### config.mk
export PLATFORM = sky130hd
export DESIGN_NAME = mhpq_cell
export DESIGN_NICKNAME = d
export VERILOG_FILES = /design/src/rtl/mhpq_pkg.sv /design/src/rtl/mhpq_cell.sv
export SDC_FILE = /design/constraint.sdc
export NUM_CORES = 1
export LEC_CHECK = 0
export BUFFER_PORTS_ARGS = -buffer_cell sky130_fd_sc_hd__buf_4
export CAP_MARGIN = 30
export CORE_MARGIN = 4
export CORE_UTILIZATION = 35
export DETAILED_ROUTE_END_ITERATION = 6
export PLACE_DENSITY = 0.65
export SYNTH_ARGS = -nofsm -noshare
export SYNTH_HDL_FRONTEND = slang
export SYNTH_SLANG_ARGS = --single-unit
### constraint.sdc
create_clock -name i_clk -period 5.3 [get_ports i_clk]
set_clock_uncertainty 0.2 [all_clocks]
set_input_delay 0.265 -clock i_clk [delete_from_list [all_inputs] [get_ports i_clk]]
set_output_delay 0.265 -clock i_clk [all_outputs]
set_load 0.02 [all_outputs]
### src/rtl/mhpq_pkg.sv
// Package for the max-heap priority queue: sizes, status codes and the
// per-cell command struct shared by the controller and the cell row.
// No dependencies.
package mhpq_pkg;

    // Number of heap slots; one slot is reserved, so SLOTS-1 entries fit
    localparam int SLOTS   = 64;
    localparam int CELLS   = SLOTS - 1;
    localparam int CNT_W   = $clog2(SLOTS);
    localparam int VAL_W   = 32;
    localparam int COUNT_W = 6;

    // Input item kind, carried on tuser
    localparam logic MODE_INSERT = 1'b0;
    localparam logic MODE_DELETE = 1'b1;

    // Result status, carried on tuser
    typedef enum logic [1:0] {
        ST_DONE  = 2'd0,
        ST_FULL  = 2'd1,
        ST_EMPTY = 2'd2
    } t_status;

    // Command broadcast to every cell for one transfer
    typedef struct packed {
        logic                    ins;
        logic                    del;
        logic signed [VAL_W-1:0] value;
    } t_cell_cmd;

endpackage

### src/rtl/mhpq_cell.sv
// One cell of the sorted row: holds a single entry and trades it with its
// neighbours on insert (shift towards the tail) or delete (shift to the head).
// Depends on mhpq_pkg.
module mhpq_cell (
    input  logic                            i_clk,
    input  mhpq_pkg::t_cell_cmd             i_cmd,
    input  logic                            i_first,    // cell at the head
    input  logic                            i_occupied, // holds a live entry
    input  logic                            i_prev_ge,  // head-side cell keeps its entry
    input  logic signed [mhpq_pkg::VAL_W-1:0] i_prev_val,
    input  logic signed [mhpq_pkg::VAL_W-1:0] i_next_val,
    output logic                            o_ge,
    output logic signed [mhpq_pkg::VAL_W-1:0] o_val
);

    logic signed [mhpq_pkg::VAL_W-1:0] r_val;
    logic signed [mhpq_pkg::VAL_W-1:0] n_val;

    // Entry stays ahead of the new value when it is at least as large
    assign o_ge  = i_occupied && (r_val >= i_cmd.value);
    assign o_val = r_val;

    // Keep, take the new value, or take the neighbour's entry
    always_comb begin
        n_val = r_val;
        if (i_cmd.ins) begin
            if (!o_ge) begin
                if (i_first || i_prev_ge) begin
                    n_val = i_cmd.value;
                end else begin
                    n_val = i_prev_val;
                end
            end
        end else if (i_cmd.del) begin
            n_val = i_next_val;
        end
    end

    // Payload register, no reset needed
    always_ff @(posedge i_clk) begin
        r_val <= n_val;
    end

endmodule

[Word level (Yosys, flattened, before mapping)]
Cells that the tools add are included.
Word-level totals
  bits in registers: 32
  input bits: 102
  logic and storage cells: 11
Cells by class
  $lt $le $gt $ge: 1
  equality and inequality tests: 1
  multiplexer cells: 4
  reductions and logical operators: 4
Operators by type and width (count)
  $mux 32: 4
  $ge 32x32->1: 1
  $ne 2x2->1 const B: 1
  $reduce_and 2->1: 1
  $reduce_bool 2->1: 1
  $logic_and 1x1->1: 1
  $logic_or 1x1->1: 1

[Longest topological paths before layout]
  word-level depth: 4
  gate-level depth with buffers: 8
  depth with buffers taken out: 8

[Least setup slack after synthesis]
No wires, ideal clock.
  path type: reg-to-reg
  from: register r_val, in the netlist o_val[14]
  to: register r_val, in the netlist o_val[0], enable pin
  setup time: 0.394 ns
  arrival: 2.659 ns
  data required time: 4.706 ns
  path slack: 2.047 ns
  cell stages (with the launch flop): 8
  period minus slack after synthesis: 3.253 ns
  cell sequence: edfxtp_1 -> ha_1 -> and4_4 -> a211oi_2 -> o21ai_1 -> o31ai_1 -> nor3b_2 -> o32a_1
Between the ends
  cells in the longest elaborated chain, start to end: 4
Ends and longest elaborated chain
  from (decl): RTL line mhpq_cell.sv:16  | logic signed [mhpq_pkg::VAL_W-1:0] r_val;
  from (signal assigned): RTL line mhpq_cell.sv:41  | r_val <= n_val;
  $ge 32x32->1: RTL line mhpq_cell.sv:20  | assign o_ge = i_occupied && (r_val >= i_cmd.value);
  $logic_and 1x1->1: RTL line mhpq_cell.sv:20
  $ne 2x2->1 (no source line)
  $reduce_and 2->1 (no source line)
No other way between the ends.
A chain may end at the register's enable or synchronous reset.

[Final worst setup path]
  from: register r_val, in the netlist o_val[14]
  to: register r_val, in the netlist o_val[20], enable pin
The elaborated chain is that of the path after synthesis.

==> impl_results.md <==
* Status: completed
* Max-cap viol count at 0
* Design Area, Final at about 0.0037 mm²
* FMAX at approximately 330 MHz
* Largest net degree at the start of global routing at 67
* TNS Setup at 0 ns
* WL/cell at 13.8 µm
* CP required at about 5.0 ns
* Root Buffer Master: clkbuf_8
* Slew @ Worst Pin at 0.765 ns
* Vias per cell at 4.72
* Num rows at 30
* Routed Antenna Nets at 0
* Final Core Density at 0.538
* Area contributors post-synth: edfxtp_1, ha_1, mux2i_1
* Setup repair after global routing missed its margin: no
* Final setup violation count at 0
* Critical Path Start Type: register
* CTS max path bufs at 2
* Count of cell types in the netlist at 33
* CTS Sinks at 32
* Synth top area share at 0.388
* Core Area at between 0.006 and 0.007 mm²
* Leakage power at approximately 1.8 nW
* Area grow syn2layout at 48.3%
* Cells after Synth at 257
* Commonest non-fill, non-tap cell in the layout: buf_4
* Post-Synthesis Cell Area at 0.00248 mm²
* Gr usage total at 0.155
* Die Y at ~92 µm
* Pre-CTS setup slack at 2.22 ns
* GP Congestion at 0.735
* Fraction of final layout cells sized beyond drive strength 1 at 0.382
* Initial Util at 0.363
* Commonest non-fill, non-tap cells in the layout: buf_4, a21oi_1, nor2_1
* Vias in the first global route at between 2000 and 2500
* Sequential fraction of the synthesis area at 0.388
* Final Critical Period at just over 3 ns
* Syn Nets at between 300 and 400
* Total grt overflow at 0
* YS warnings at 0
* Slew Viols, Final at 0
* Max FFs per register at 32
* Final nets at 523
* Die area at approximately 0.0085 mm²
* Port-buffer cells at about 130
* Cts hold-fix bufs at 0
* Placed Area at ~0.0036 mm²
* CP Capture Type: register
* CTS tree: done
* Final Hold Viols at 0
* Tot Pwr at around 800 µW
* DRC at 0
* Yosys top cell by area: edfxtp_1
* Pwr/cell area at between 200 and 250 mW/mm²
* CTS clk-pin slew, worst paths at approximately 0.07 ns
* Latest clock arrival within the worst-skew pair at 0.28 ns
* FF+latch count, synth at 32
* Inserted Diodes at 0
* Post-DP HPWL at between 5000 and 6000 µm
* Post-CTS Setup Inserts at 0
* Die Span X at approximately 92 µm
* H-tree levels at 2
* Clock buffer count from CTS at 5
* VDD IR-drop max at about 110 µV
* Setup WS post-layout at approximately 2.2 ns
* Initial antenna violation count at 0
* I/O Pins at around 140
* Worst EP arrival at roughly 2.8 ns
* Final Cycle Share at 0.577
* Max_slew headroom at 0.490
* Vias at between 2000 and 2500
* Maximum fanout along the worst path at 32
* HP Class: in -> reg
* Syn_area_per_cell at 9.64 µm²
* Setup CP Type: reg -> reg
* WL final at around 6700 µm
* Drt pass-1 iters at 4
* First-iteration detailed-routing DRC count at 30
* Global-route wire length before repair at about 10000 µm
* Post-CTS sizing at 0
[layout make-up]
cell class	instances	area, µm²
fillers	677	3160
multi-input cells	183	1360
repair buffers	135	1030
flip-flops and latches	32	961
inverters	32	120
well taps	96	120
clock buffers	6	72.6
clock inverters	2	11.3
[per-stage QoR]
stage | instances | hold slack, ns
floorplan | 257 | 0.291
global placement | 477 | 0.384
detailed placement | 478 | 0.389
CTS | 486 | 0.0887
global route | 486 | 0.0994
finish | 486 | 0.101
[kinds of logic (layout without fill, tap and decap cells)]
family	count (synthesis)	after routing	share of synthesized area
AOI/OAI and AO/OA	59	59	0.138
adders and majority gates	32	32	0.162
and+or+nand+nor	60	60	0.118
DFF	32	32	0.388
muxes	32	32	0.129
buffers and inverters	42	175	0.0652
[cell usage after synthesis]
master	n
a211oi_1	1
o21ai_1	2
and4_1	2
nand4_1	4
and3_1	1
nand2b_1	1
a21o_1	2
mux2i_1	32
and4_4	1
nor2_1	34
nor3b_2	1
ha_1	32
inv_1	32
o21ai_0	2
nand3_1	2
nor4b_2	1
a21oi_1	44
o31ai_2	1
edfxtp_1	32
or2_1	1
buf_1	2
o211ai_1	1
buf_2	3
nor2b_1	2
a211oi_2	2
nor3b_1	1
nor3_1	1
nand2_1	8
o32a_1	1
o21a_1	1
clkbuf_1	5
o31ai_1	1
o2bb2ai_1	1
[metal layers]
layer	vias up	wire (µm)	track usage
met1	1019	2790	0.185
met4	0	51	0.0371
met2	76	3330	0.274
met5	-	0	0
met3	4	514	0.0435
li1	1195	-	-
[report_power, final]
| part | switching [mW] | total [mW] | internal, mW |
|---|---|---|---|
| logic | 0.145 | 0.288 | 0.143 |
| registers | 0.0149 | 0.331 | 0.316 |
| clock network | 0.0906 | 0.182 | 0.0910 |
[worst max-delay path: stages (launching register included)]
cell	delay, ns
edfxtp_1	0.40
ha_1	0.32
and4_4	0.22
a211oi_2	0.22
o21ai_1	0.09
o31ai_1	0.30
nor3b_2	0.24
o32a_2	0.70
[path summary, 6_finish.rpt]
check,start,end,slack [ns],depth (start not counted)
setup reg to reg,o_val[14]$_DFFE_PP_,o_val[20]$_DFFE_PP_,2.24,7
setup / recovery,o_val[14]$_DFFE_PP_,o_val[20]$_DFFE_PP_,2.24,7
hold reg to reg,o_val[31]$_DFFE_PP_,o_val[5]$_DFFE_PP_,1.33,3
hold / removal,i_next_val[9],o_val[9]$_DFFE_PP_,0.10,3
Power figures use the tool's default switching activity.
