[src/rtl/mhpq_pkg.sv]
// Package for the max-heap priority queue: sizes, status codes and the
// per-cell command struct shared by the controller and the cell row.
// No dependencies.
package mhpq_pkg;

    // Number of heap slots; one slot is reserved, so SLOTS-1 entries fit
    localparam int SLOTS   = 64;
    localparam int CELLS   = SLOTS - 1;
    localparam int CNT_W   = $clog2(SLOTS);
    localparam int VAL_W   = 32;
    localparam int COUNT_W = 6;

    // Input item kind, carried on tuser
    localparam logic MODE_INSERT = 1'b0;
    localparam logic MODE_DELETE = 1'b1;

    // Result status, carried on tuser
    typedef enum logic [1:0] {
        ST_DONE  = 2'd0,
        ST_FULL  = 2'd1,
        ST_EMPTY = 2'd2
    } t_status;

    // Command broadcast to every cell for one transfer
    typedef struct packed {
        logic                    ins;
        logic                    del;
        logic signed [VAL_W-1:0] value;
    } t_cell_cmd;

endpackage

[src/rtl/mhpq_ctrl.sv]
// Controller: input handshake, entry count, full/empty decisions and the
// registered result stage. Depends on mhpq_pkg.
module mhpq_ctrl (
    input  logic                              i_clk,
    input  logic                              i_rst_n,
    input  logic                              i_s_tvalid,
    output logic                              o_s_tready,
    input  logic                              i_mode,
    input  logic signed [mhpq_pkg::VAL_W-1:0] i_value,
    input  logic signed [mhpq_pkg::VAL_W-1:0] i_root,
    output mhpq_pkg::t_cell_cmd               o_cmd,
    output logic [mhpq_pkg::CNT_W-1:0]        o_count,
    output logic                              o_m_tvalid,
    input  logic                              i_m_tready,
    output mhpq_pkg::t_status                 o_status,
    output logic signed [mhpq_pkg::VAL_W-1:0] o_removed,
    output logic [mhpq_pkg::COUNT_W-1:0]      o_item_count
);

    logic [mhpq_pkg::CNT_W-1:0]        r_count;
    logic [mhpq_pkg::CNT_W-1:0]        n_count;
    logic                              r_out_valid;
    mhpq_pkg::t_status                 r_status;
    mhpq_pkg::t_status                 n_status;
    logic signed [mhpq_pkg::VAL_W-1:0] r_removed;
    logic signed [mhpq_pkg::VAL_W-1:0] n_removed;
    logic                              accept;
    logic                              full;
    logic                              empty;

    // Result register frees up when empty or drained this cycle
    assign o_s_tready = !r_out_valid || i_m_tready;
    assign accept     = i_s_tvalid && o_s_tready;

    assign full  = (r_count >= mhpq_pkg::CNT_W'(mhpq_pkg::CELLS));
    assign empty = (r_count == '0);

    // Command for the cell row
    always_comb begin
        o_cmd.ins   = accept && (i_mode == mhpq_pkg::MODE_INSERT) && !full;
        o_cmd.del   = accept && (i_mode == mhpq_pkg::MODE_DELETE) && !empty;
        o_cmd.value = i_value;
    end

    // Result and next count
    always_comb begin
        n_count   = r_count;
        n_status  = mhpq_pkg::ST_DONE;
        n_removed = '0;
        if (i_mode == mhpq_pkg::MODE_INSERT) begin
            if (full) begin
                n_status = mhpq_pkg::ST_FULL;
            end else begin
                n_count = r_count + 1'b1;
            end
        end else begin
            if (empty) begin
                n_status = mhpq_pkg::ST_EMPTY;
            end else begin
                n_count   = r_count - 1'b1;
                n_removed = i_root;
            end
        end
    end

    // Control state
    always_ff @(posedge i_clk) begin
        if (!i_rst_n) begin
            r_count     <= '0;
            r_out_valid <= 1'b0;
        end else begin
            if (accept) begin
                r_count     <= n_count;
                r_out_valid <= 1'b1;
            end else if (i_m_tready) begin
                r_out_valid <= 1'b0;
            end
        end
    end

    // Result payload
    always_ff @(posedge i_clk) begin
        if (accept) begin
            r_status  <= n_status;
            r_removed <= n_removed;
        end
    end

    assign o_count      = r_count;
    assign o_m_tvalid   = r_out_valid;
    assign o_status     = r_status;
    assign o_removed    = r_removed;
    assign o_item_count = mhpq_pkg::COUNT_W'(r_count);

endmodule

[config.mk]
export PLATFORM = sky130hd
export DESIGN_NAME = mhpq_ctrl
export DESIGN_NICKNAME = d
export VERILOG_FILES = /design/src/rtl/mhpq_pkg.sv /design/src/rtl/mhpq_ctrl.sv
export SDC_FILE = /design/constraint.sdc
export NUM_CORES = 1
export LEC_CHECK = 0
export ABC_CLOCK_PERIOD_IN_PS = 1500
export BUFFER_PORTS_ARGS = -buffer_cell sky130_fd_sc_hd__buf_4
export CAP_MARGIN = 30
export CORE_UTILIZATION = 36
export DETAILED_ROUTE_END_ITERATION = 8
export GPL_TIMING_DRIVEN = 0
export PLACE_DENSITY = 0.8
export RECOVER_POWER = 50
export SYNTH_ARGS = -nofsm -noshare
export SYNTH_HDL_FRONTEND = slang
export SYNTH_SLANG_ARGS = --single-unit
export TNS_END_PERCENT = 100
[constraint.sdc]
create_clock -name i_clk -period 1.5 [get_ports i_clk]
set_input_delay 0.075 -clock i_clk [delete_from_list [all_inputs] [get_ports i_clk]]
set_output_delay 0.075 -clock i_clk [all_outputs]
set_load 0.02 [all_outputs]
-- Word-level counts from Yosys, hierarchy flattened
Cells that the tools add are included.
- reductions and logical operators: 13
- $add $sub $neg: 2
- eq/ne operators: 2
- $lt $le $gt $ge: 1
- bitwise gates (word level): 1
- muxes and demuxes: 8
- operators with widths (kind ; count):
    $mux 6 ; 3
    $add 6x1->6 const B ; 1
    $ge 6x6->1 const B ; 1
    $logic_not 6->1 ; 1
    $sub 6x1->6 const B ; 1
    $logic_and 1x1->1 ; 5
    $mux 2 ; 2
    $ne 2x2->1 const B ; 2
    $logic_not 1->1 ; 3
    $mux 1 ; 3
    $reduce_and 3->1 ; 1
    $reduce_bool 2->1 ; 1
    $reduce_or 2->1 ; 1
    $logic_or 1x1->1 ; 1
    $not 1->1 ; 1
- logic and storage cells: 31
- output and inout bits: 82
- register bits after elaboration: 41
- input bits: 69

-- Logic depth before layout (Yosys ltp)
Gate-level depths: netlist (run 1).
- depth after elaboration: 5
- mapped depth: 7
- depth with buffers taken out: 7

-- Worst setup path before layout (run 1)
No wires, ideal clock.
- path kind: reg-to-reg
- start point: reg r_out_valid, in the netlist o_m_tvalid
- end point: reg r_removed (netlist bit o_removed[0]) (enable)
- path slack: -0.372 ns
- period minus slack after synthesis: 1.872 ns
- data required time: 1.111 ns
- library setup time: 0.389 ns
- stages on the path, launching flop included: 4
- data arrival time: 1.484 ns
- buffers on the path: 0
- cell sequence: dfxtp_1 > nand2b_1 > nand2_1 > inv_1
- word-level cells in the longest chain between the ends: 3
- RTL lines (element ; line ; source):
    start: declaration ; mhpq_ctrl.sv:22 ; logic r_out_valid;
    start signal: assignment ; mhpq_ctrl.sv:70 ; r_out_valid <= 1'b0;
    start signal: assignment ; mhpq_ctrl.sv:74 ; r_out_valid <= 1'b1;
    start signal: assignment ; mhpq_ctrl.sv:76 ; r_out_valid <= 1'b0;
    $logic_not 1->1 ; mhpq_ctrl.sv:32 ; assign o_s_tready = !r_out_valid || i_m_tready;
    $logic_or 1x1->1 ; mhpq_ctrl.sv:32 ;
    net o_s_tready ; mhpq_ctrl.sv:7 ; output logic o_s_tready,
    $logic_and 1x1->1 ; mhpq_ctrl.sv:33 ; assign accept = i_s_tvalid && o_s_tready;
    net accept ; mhpq_ctrl.sv:27 ; logic accept;
    end signal: assignment ; mhpq_ctrl.sv:85 ; r_removed <= n_removed;
    end: declaration ; mhpq_ctrl.sv:25 ; logic signed [mhpq_pkg::VAL_W-1:0] r_removed;
The timed path passes the listed nets, and every way through them passes these cells.
A chain may end at the register's enable or synchronous reset.

-- Worst setup path in the final report (run 1)
- start point: reg r_count (netlist bit o_count[1])
- end point: reg r_count (netlist bit o_count[5])
- word-level cells in the longest chain between the ends: 3
- elaborated cells on any way between the ends: 10
- classes of those cells: 2 x add/sub; 1 x order compare; 2 x eq/ne; 3 x mux; 2 x reduce/logical
- RTL lines (element ; line ; source):
    start: declaration ; mhpq_ctrl.sv:20 ; logic [mhpq_pkg::CNT_W-1:0] r_count;
    start signal: assignment ; mhpq_ctrl.sv:73 ; r_count <= n_count;
    $ge 6x6->1, or another cell as far along ; mhpq_ctrl.sv:35 ; assign full = (r_count >= mhpq_pkg::CNT_W'(mhpq_pkg::CELLS));
    $ne 2x2->1 (no source line), or another cell as far along ; -- ;
    $reduce_and 3->1 (no source line) / $mux 6 (equally long branches) ; -- ;
Several ways; a longest one is shown, not always the timed one. The select of a mux whose other input is x is not followed.

==> qor.log, run 1 <==
[place] HPWL after detailed placement 3560 microns
[critical_path] category of the critical setup timing path flip-flop to flip-flop
[critical_path] register-to-register path setup slack -0.07 ns
[timing] Slew @ Worst Pin 0.361 ns
[synth] post-synthesis instance area 2020 sq um
[place] GP Congestion 0.847
[critical_path] required time of the critical path 1.70 ns
[synth] Synth Warn # 0
[place] # placed instances 354
[synth] number of nets produced by synthesis 240
[critical_path] Max Fanout on Critical Path 5
[worst_hold_path] type of the worst min-delay path primary input to flip-flop
[drt] # DRC 0
[timing] number of failing setup endpoints in the final timing report 1
[global_routing] pin count of the biggest net entering global routing 18
[flow_run] maximum capacitance violations 0
[drt] Via density 4.38
[cts] insertion delay of the later-clocked pin in the worst-skew pair 0.28 ns
[timing] worst clock skew 0.00599 ns
[drt] number of search-and-repair iterations in the first detailed-routing pass 4
[timing] slew margin rel. 75.9%
[synth] Post-Syn Instances 166
[drt] number of violations reported at the end of detailed-routing iteration 0 36
[global_routing] vias in the first global route 1,536
[cts] number of buffers added to fix hold violations after cts 0
[synth] sequential cell area fraction in the yosys report 57.4%
[cts] number of buffers created by CTS 5
[finish] Multi-input gate area 652 sq um
[global_routing] wire length of the first global-routing pass 7010 microns
[finish] commonest non-fill, non-tap cell in the layout sky130_fd_sc_hd__buf_4
[power_and_ir_drop] cell area power density 1170 nW/um^2
[timing] min Tclk post-route 1.57 ns
[drt] mean routed wirelength per cell 12.4 microns
[floorplan] Std-Cell Rows 26
[synth] Post-Syn Area per Cell 12.2 sq um
[drt] number of routed nets with antenna violations 0
[synth] distinct cell type count after synthesis 27
[timing] final worst-path cycle share 105%
[finish] FILL cells 454
[finish] area of all placed cells without fillers 3160 sq um
[timing] final hold slack 0.0546 ns
[drt] final wirelength 4590 microns
[cts] clk sink count 41
[critical_path] most prevalent standard cell on the critical path sky130_fd_sc_hd__mux2i_1
[critical_path] arrival time of the worst setup path 1.77 ns
[global_routing] total global-route track usage 15.4%
[cts] Max H-tree Level 2
[global_routing] initial antenna violation count 0
[timing] Final Max Slew Viols 0
[finish] ratio of cells with drive above 1 in the final layout 51.2%
[finish] signed area change from the synthesized netlist to the final layout 56.5%
[floorplan] starting density of the core 38.4%
[finish] final core occ 60.0%
[timing] unrepaired setup endpoints after global routing yes
[critical_path] Critical-path top delay cell sky130_fd_sc_hd__dfxtp_4
[floorplan] die boundary width 76.9 microns
[floorplan] floorplan core area 5270 sq um
[floorplan] Die ar. 5920 sq um
[critical_path] Buf/Inv on CP 0
[timing] Final Hold Viols 0
[finish] number of diodes 0
[critical_path] type of origin of the critical path flip-flop
[timing] post-route setup slack -0.0690 ns
[floorplan] num ports 151
[critical_path] stage delay of the slowest cell on the critical path 0.38 ns
[power_and_ir_drop] leakage component of the power 1.38 nW
[place] cell area after placement 3070 sq um
[cts] CTS tree yes
[drt] routed vias 1,616
[cts] clk root buf sky130_fd_sc_hd__clkbuf_8
[finish] Final Non-Filler Cells 369
[floorplan] die height 76.9 microns
[finish] storage element area 1180 sq um
[timing] Fmax achieved 637 MHz
[finish] most frequent cells in the layout 118 x sky130_fd_sc_hd__buf_4, 45 x sky130_fd_sc_hd__clkbuf_1, 34 x sky130_fd_sc_hd__edfxtp_1
[power_and_ir_drop] maximum ir drop on the vdd rail 0.460 mV
[synth] flip-flop and latch count after synthesis 41
[cts] Clock Pin Slew Worst Setup and Hold Paths 0.08 ns
[run_status] outcome finished, violations left
[critical_path] list of cells traversed by the critical path ha_4, a211oi_2, o21bai_1, a21oi_1, mux2i_1, mux2i_1
[place] count of input and output buffers 118
[finish] net count reported at finish 372
[critical_path] cell family with most CP delay multiplexers
[run_status] failing checks setup timing
[cts] number of buffers between clock root and the deepest sink 2
[critical_path] Worst setup EP type flip-flop
[global_routing] total grt overflow 0
==> worst register-to-register path, cell delays in order, from the launching register on <==
cell and delay [ns]:
sky130_fd_sc_hd__dfxtp_4 0.38, sky130_fd_sc_hd__ha_4 0.20, sky130_fd_sc_hd__a211oi_2 0.19, sky130_fd_sc_hd__o21bai_1 0.10, sky130_fd_sc_hd__a21oi_1 0.16, sky130_fd_sc_hd__mux2i_1 0.25, sky130_fd_sc_hd__mux2i_1 0.21
==> registers in the layout, indices dropped and copies added (netlist names) <==
name	cells
o_count	6
o_m_tvalid	1
o_removed	32
o_status	2
==> kinds of logic (layout without fill, tap and decap cells) <==
group,after synthesis,in the layout,synth area share [%]
simple gates,53,53,16.2
mux,4,4,1.98
xor+xnor,3,3,1.30
buf+inv,47,180,15.8
compound gates,13,13,3.90
flops,41,41,57.4
fa+ha+maj,5,5,3.47
==> metrics by stage <==
step                total power [W]  setup TNS (ns)  worst slack (ns)
floorplan                   0.00231               0           0.00124
global placement            0.00277           -6.53            -0.161
detailed placement          0.00280           -7.69            -0.182
CTS                         0.00373         -0.0676           -0.0434
global route                0.00390          -0.288            -0.122
finish                      0.00371         -0.0690           -0.0690
==> power breakdown <==
part | internal [W] | switching (W)
clock | 0.000493 | 0.000342
combinational | 0.000689 | 0.000677
sequential | 0.00142 | 0.0000903
==> worst paths after layout <==
path                      to  depth (start not counted)  startpoint
setup / recovery  o_count[5]                          6  o_count[1]
hold reg to reg   o_count[4]                          2  o_count[4]
setup reg to reg  o_count[5]                          6  o_count[1]
hold / removal    o_m_tvalid                          3  i_s_tvalid
==> cell type report <==
class / count / share of cell area (%)
flip-flops and latches: 41 / 37.3
inverters: 6 / 0.830
well taps: 70 / 2.77
repair buffers: 124 / 25.1
clock buffers: 6 / 2.29
repair inverters: 1 / 0.237
plain buffers: 41 / 9.73
multi-input cells: 78 / 20.6
clock inverters: 2 / 1.11
==> routing by layer <==
metal | wire [microns] | global-route usage (%) | vias to the layer above | share of wire [%]
li1 | - | - | 785 | -
met1 | 1620 | 16.2 | 715 | 35
met2 | 2390 | 28.8 | 112 | 52
met3 | 534 | 5.00 | 4 | 12
met4 | 42 | 4.04 | 0 | 0.92
met5 | 0 | 0 | - | 0
==> Yosys cell counts <==
master	number	share of area (%)
sky130_fd_sc_hd__a211oi_1	2	0.74
sky130_fd_sc_hd__a21o_2	1	0.43
sky130_fd_sc_hd__a21oi_1	5	1.2
sky130_fd_sc_hd__and2_1	32	9.9
sky130_fd_sc_hd__and3_4	1	0.56
sky130_fd_sc_hd__buf_4	38	14
sky130_fd_sc_hd__clkbuf_1	3	0.56
sky130_fd_sc_hd__dfxtp_1	7	6.9
sky130_fd_sc_hd__edfxtp_1	34	50
sky130_fd_sc_hd__fa_1	1	0.99
sky130_fd_sc_hd__ha_1	4	2.5
sky130_fd_sc_hd__inv_1	6	1.1
sky130_fd_sc_hd__mux2i_1	4	2.0
sky130_fd_sc_hd__nand2_1	3	0.56
sky130_fd_sc_hd__nand2b_1	3	0.93
sky130_fd_sc_hd__nand3b_1	1	0.37
sky130_fd_sc_hd__nand4_1	1	0.31
sky130_fd_sc_hd__nor2_1	6	1.1
sky130_fd_sc_hd__nor2b_1	1	0.31
sky130_fd_sc_hd__nor3_1	2	0.50
sky130_fd_sc_hd__nor3_2	1	0.50
sky130_fd_sc_hd__nor3_4	1	0.80
sky130_fd_sc_hd__nor4_1	1	0.31
sky130_fd_sc_hd__o21a_1	1	0.37
sky130_fd_sc_hd__o21ai_0	3	0.74
sky130_fd_sc_hd__o21bai_1	1	0.37
sky130_fd_sc_hd__xnor2_1	3	1.3
==> timing repair <==
action,in CTS,in global routing
gates cloned,1,0
endpoints found under the setup margin,69,38
resized for setup,8,22
pin swaps,6,4
hold endpoints to repair,0,0
setup buffers,4,2
No activity file was read; power rests on OpenSTA's default activity.
==> run 2: changes to the inputs <==
PLACE_DENSITY = not set   (was 0.8)
PLACE_DENSITY_LB_ADDON = 0.3   (was not set)
==> run 2 against run 1 <==
The run still ends with setup timing left. Worst setup slack lost 0.012 ns. Die area is the same. Global-route usage grew 0.96 points. Fmax shrank 0.78%. Register-to-register slack is essentially flat. Critical path type unchanged. Critical path depth is the same. Highest routed layer unchanged.
==> qor.log, run 2 (synthesis gave the netlist of run 1 again) <==
[power_and_ir_drop] cell area power density 1150 nW/um^2
[place] count of input and output buffers 118
[place] GP Congestion 0.772
[power_and_ir_drop] Sw Ratio 32.6%
[global_routing] initial antenna violation count 0
[floorplan] Std-Cell Rows 26
[floorplan] floorplan core area 5270 sq um
[finish] commonest non-fill, non-tap cell in the layout sky130_fd_sc_hd__buf_4
[power_and_ir_drop] maximum ir drop on the vdd rail 0.529 mV
[critical_path] arrival time of the worst setup path 1.80 ns
[cts] insertion delay of the later-clocked pin in the worst-skew pair 0.29 ns
[drt] # DRC 0
[timing] Slew @ Worst Pin 0.372 ns
[critical_path] CP Launch Point o_count[1]
[timing] slew margin rel. 75.1%
[drt] number of search-and-repair iterations in the first detailed-routing pass 4
[critical_path] required time of the critical path 1.72 ns
[critical_path] Worst setup EP type flip-flop
[finish] number of diodes 0
[timing] min Tclk post-route 1.58 ns
[place] pre-CTS setup slack -0.202 ns
[flow_run] maximum capacitance violations 0
[floorplan] starting density of the core 38.4%
[finish] most frequent cells in the layout 101 x sky130_fd_sc_hd__buf_4, 63 x sky130_fd_sc_hd__clkbuf_1, 34 x sky130_fd_sc_hd__edfxtp_1
[floorplan] Die ar. 5920 sq um
[critical_path] register-to-register path setup slack -0.08 ns
[cts] CTS tree yes
[timing] worst clock skew 0.00697 ns
[power_and_ir_drop] total power consumption of the routed design 0.00356 W
[finish] ratio of cells with drive above 1 in the final layout 46.9%
[finish] FILL cells 482
[timing] final hold slack 0.0505 ns
[drt] number of routed nets with antenna violations 0
[drt] Via density 4.31
[cts] number of buffers added to fix hold violations after cts 0
[drt] number of violations reported at the end of detailed-routing iteration 0 24
[power_and_ir_drop] combinational group share of total power 38.4%
[place] HPWL after detailed placement 3520 microns
[floorplan] die boundary width 76.9 microns
[cts] Clock Pin Slew Worst Setup and Hold Paths 0.08 ns
[timing] number of failing setup endpoints in the final timing report 2
[timing] Total Neg Setup Slack -0.107 ns
[power_and_ir_drop] proportion of power drawn by flip-flops and latches 42.2%
[worst_hold_path] Hold Crit Endpoint o_m_tvalid
[cts] clk root buf sky130_fd_sc_hd__clkbuf_8
[timing] Final Hold Viols 0
[global_routing] wire length of the first global-routing pass 7440 microns
[critical_path] Max Fanout on Critical Path 4
[timing] Fmax achieved 632 MHz
[finish] net count reported at finish 378
[floorplan] die height 76.9 microns
[critical_path] category of the critical setup timing path flip-flop to flip-flop
[place] # placed instances 354
[finish] signed area change from the synthesized netlist to the final layout 53.0%
[cts] clk sink count 41
[critical_path] launch point of the worst reg-to-reg path o_count[1]
[worst_hold_path] type of the worst min-delay path primary input to flip-flop
[worst_hold_path] number of instances on the worst hold path 3
[timing] final worst-path cycle share 105%
[power_and_ir_drop] net switching component of the power 0.00116 W
[cts] Max H-tree Level 2
[power_and_ir_drop] Pint 0.00240 W
[floorplan] num ports 151
[global_routing] pin count of the biggest net entering global routing 18
[timing] Final Max Slew Viols 0
[drt] routed vias 1,618
[timing] unrepaired setup endpoints after global routing yes
[power_and_ir_drop] clock group share of total power 19.4%
[timing] post-route setup slack -0.0813 ns
[drt] mean routed wirelength per cell 12.9 microns
[critical_path] cells on worst reg2reg path 6
[run_status] outcome finished, violations left
[cts] number of buffers created by CTS 5
[cts] number of buffers between clock root and the deepest sink 2
[finish] Final Non-Filler Cells 375
[global_routing] total grt overflow 0
[drt] final wirelength 4850 microns
[global_routing] vias in the first global route 1,589
[critical_path] worst reg2reg endpoint o_count[5]
[global_routing] total global-route track usage 16.3%
[critical_path] type of origin of the critical path flip-flop
[power_and_ir_drop] leakage component of the power 1.32 nW
[worst_hold_path] start point of the worst min-delay path i_s_tvalid
[run_status] failing checks setup timing
[finish] max FFs per register 32
## run 2: cell types whose count changed in the layout (fill, tap and decap cells not counted), moves of 2 or more
cell                       before  now
sky130_fd_sc_hd__buf_6          1    4
sky130_fd_sc_hd__clkbuf_1      45   63
sky130_fd_sc_hd__buf_2          0    2
sky130_fd_sc_hd__buf_4        118  101
sky130_fd_sc_hd__buf_12         2    0
## run 2: worst max-delay path: stages, from the launching register on
cell and delay (ns):
sky130_fd_sc_hd__dfxtp_4 0.37, sky130_fd_sc_hd__ha_4 0.21, sky130_fd_sc_hd__a211oi_2 0.17, sky130_fd_sc_hd__o21bai_1 0.13, sky130_fd_sc_hd__a21oi_2 0.17, sky130_fd_sc_hd__mux2i_1 0.25, sky130_fd_sc_hd__mux2i_1 0.20
## run 2: repair_timing
item                                   CTS  global route
cloned                                   1             0
setup buffers                            7             5
setup endpoints to repair               68            37
endpoints found under the hold margin    0             0
resized for setup                       14            12
pin swaps                                8             7
## run 2: how the worst max path moves through the flow
stage / to / slack, ns / depth (start not counted)
finish: o_count[5] / -0.08 / 6
global route: o_count[5] / -0.17 / 6
CTS: o_count[5] / -0.08 / 6
detailed placement: o_removed[24] / -0.20 / 4
global placement: o_removed[2] / -0.19 / 4
floorplan: o_count[5] / 0.001 / 6
## run 2: area by class of cell
class	count	area [sq um]	share of cell area (%)
tap	70	87.6	2.83
buffer	41	300	9.70
clock buffer	5	68.8	2.22
inverter	6	26.3	0.849
multi-input combinational	78	651	21.0
clock inverter	3	17.5	0.566
timing repair buffer	130	754	24.4
timing repair inverter	1	7.51	0.243
sequential	41	1180	38.2
## run 2: metrics by stage
| stage | instance area [sq um] | utilization, % |
|---|---|---|
| 2_1_floorplan | 2100 | - |
| 3_3_place_gp | 3070 | 58.2 |
| 3_5_place_dp | 3070 | 58.2 |
| 4_1_cts | 3270 | 62.0 |
| 5_1_grt | 3090 | 58.7 |
| 6_report | 3090 | 58.7 |
## run 2: routing by layer
metal | up-vias | global-route usage, % | part of all wire [%] | wire length [microns]
li1 | 797 | - | - | -
met1 | 709 | 18.1 | 37 | 1780
met2 | 103 | 29.2 | 52 | 2540
met3 | 9 | 5.24 | 9.4 | 458
met4 | 0 | 5.38 | 1.4 | 69
met5 | - | 0 | 0 | 0
## run 2: power groups by stage
stage          Clock [W]  Combinational [W]  Sequential (W)
2_1_floorplan          0           0.000617         0.00170
6_report        0.000691            0.00137         0.00150
3_3_place_gp           0            0.00125         0.00153
4_1_cts         0.000724            0.00141         0.00150
5_1_grt         0.000764            0.00148         0.00151
3_5_place_dp           0            0.00127         0.00154
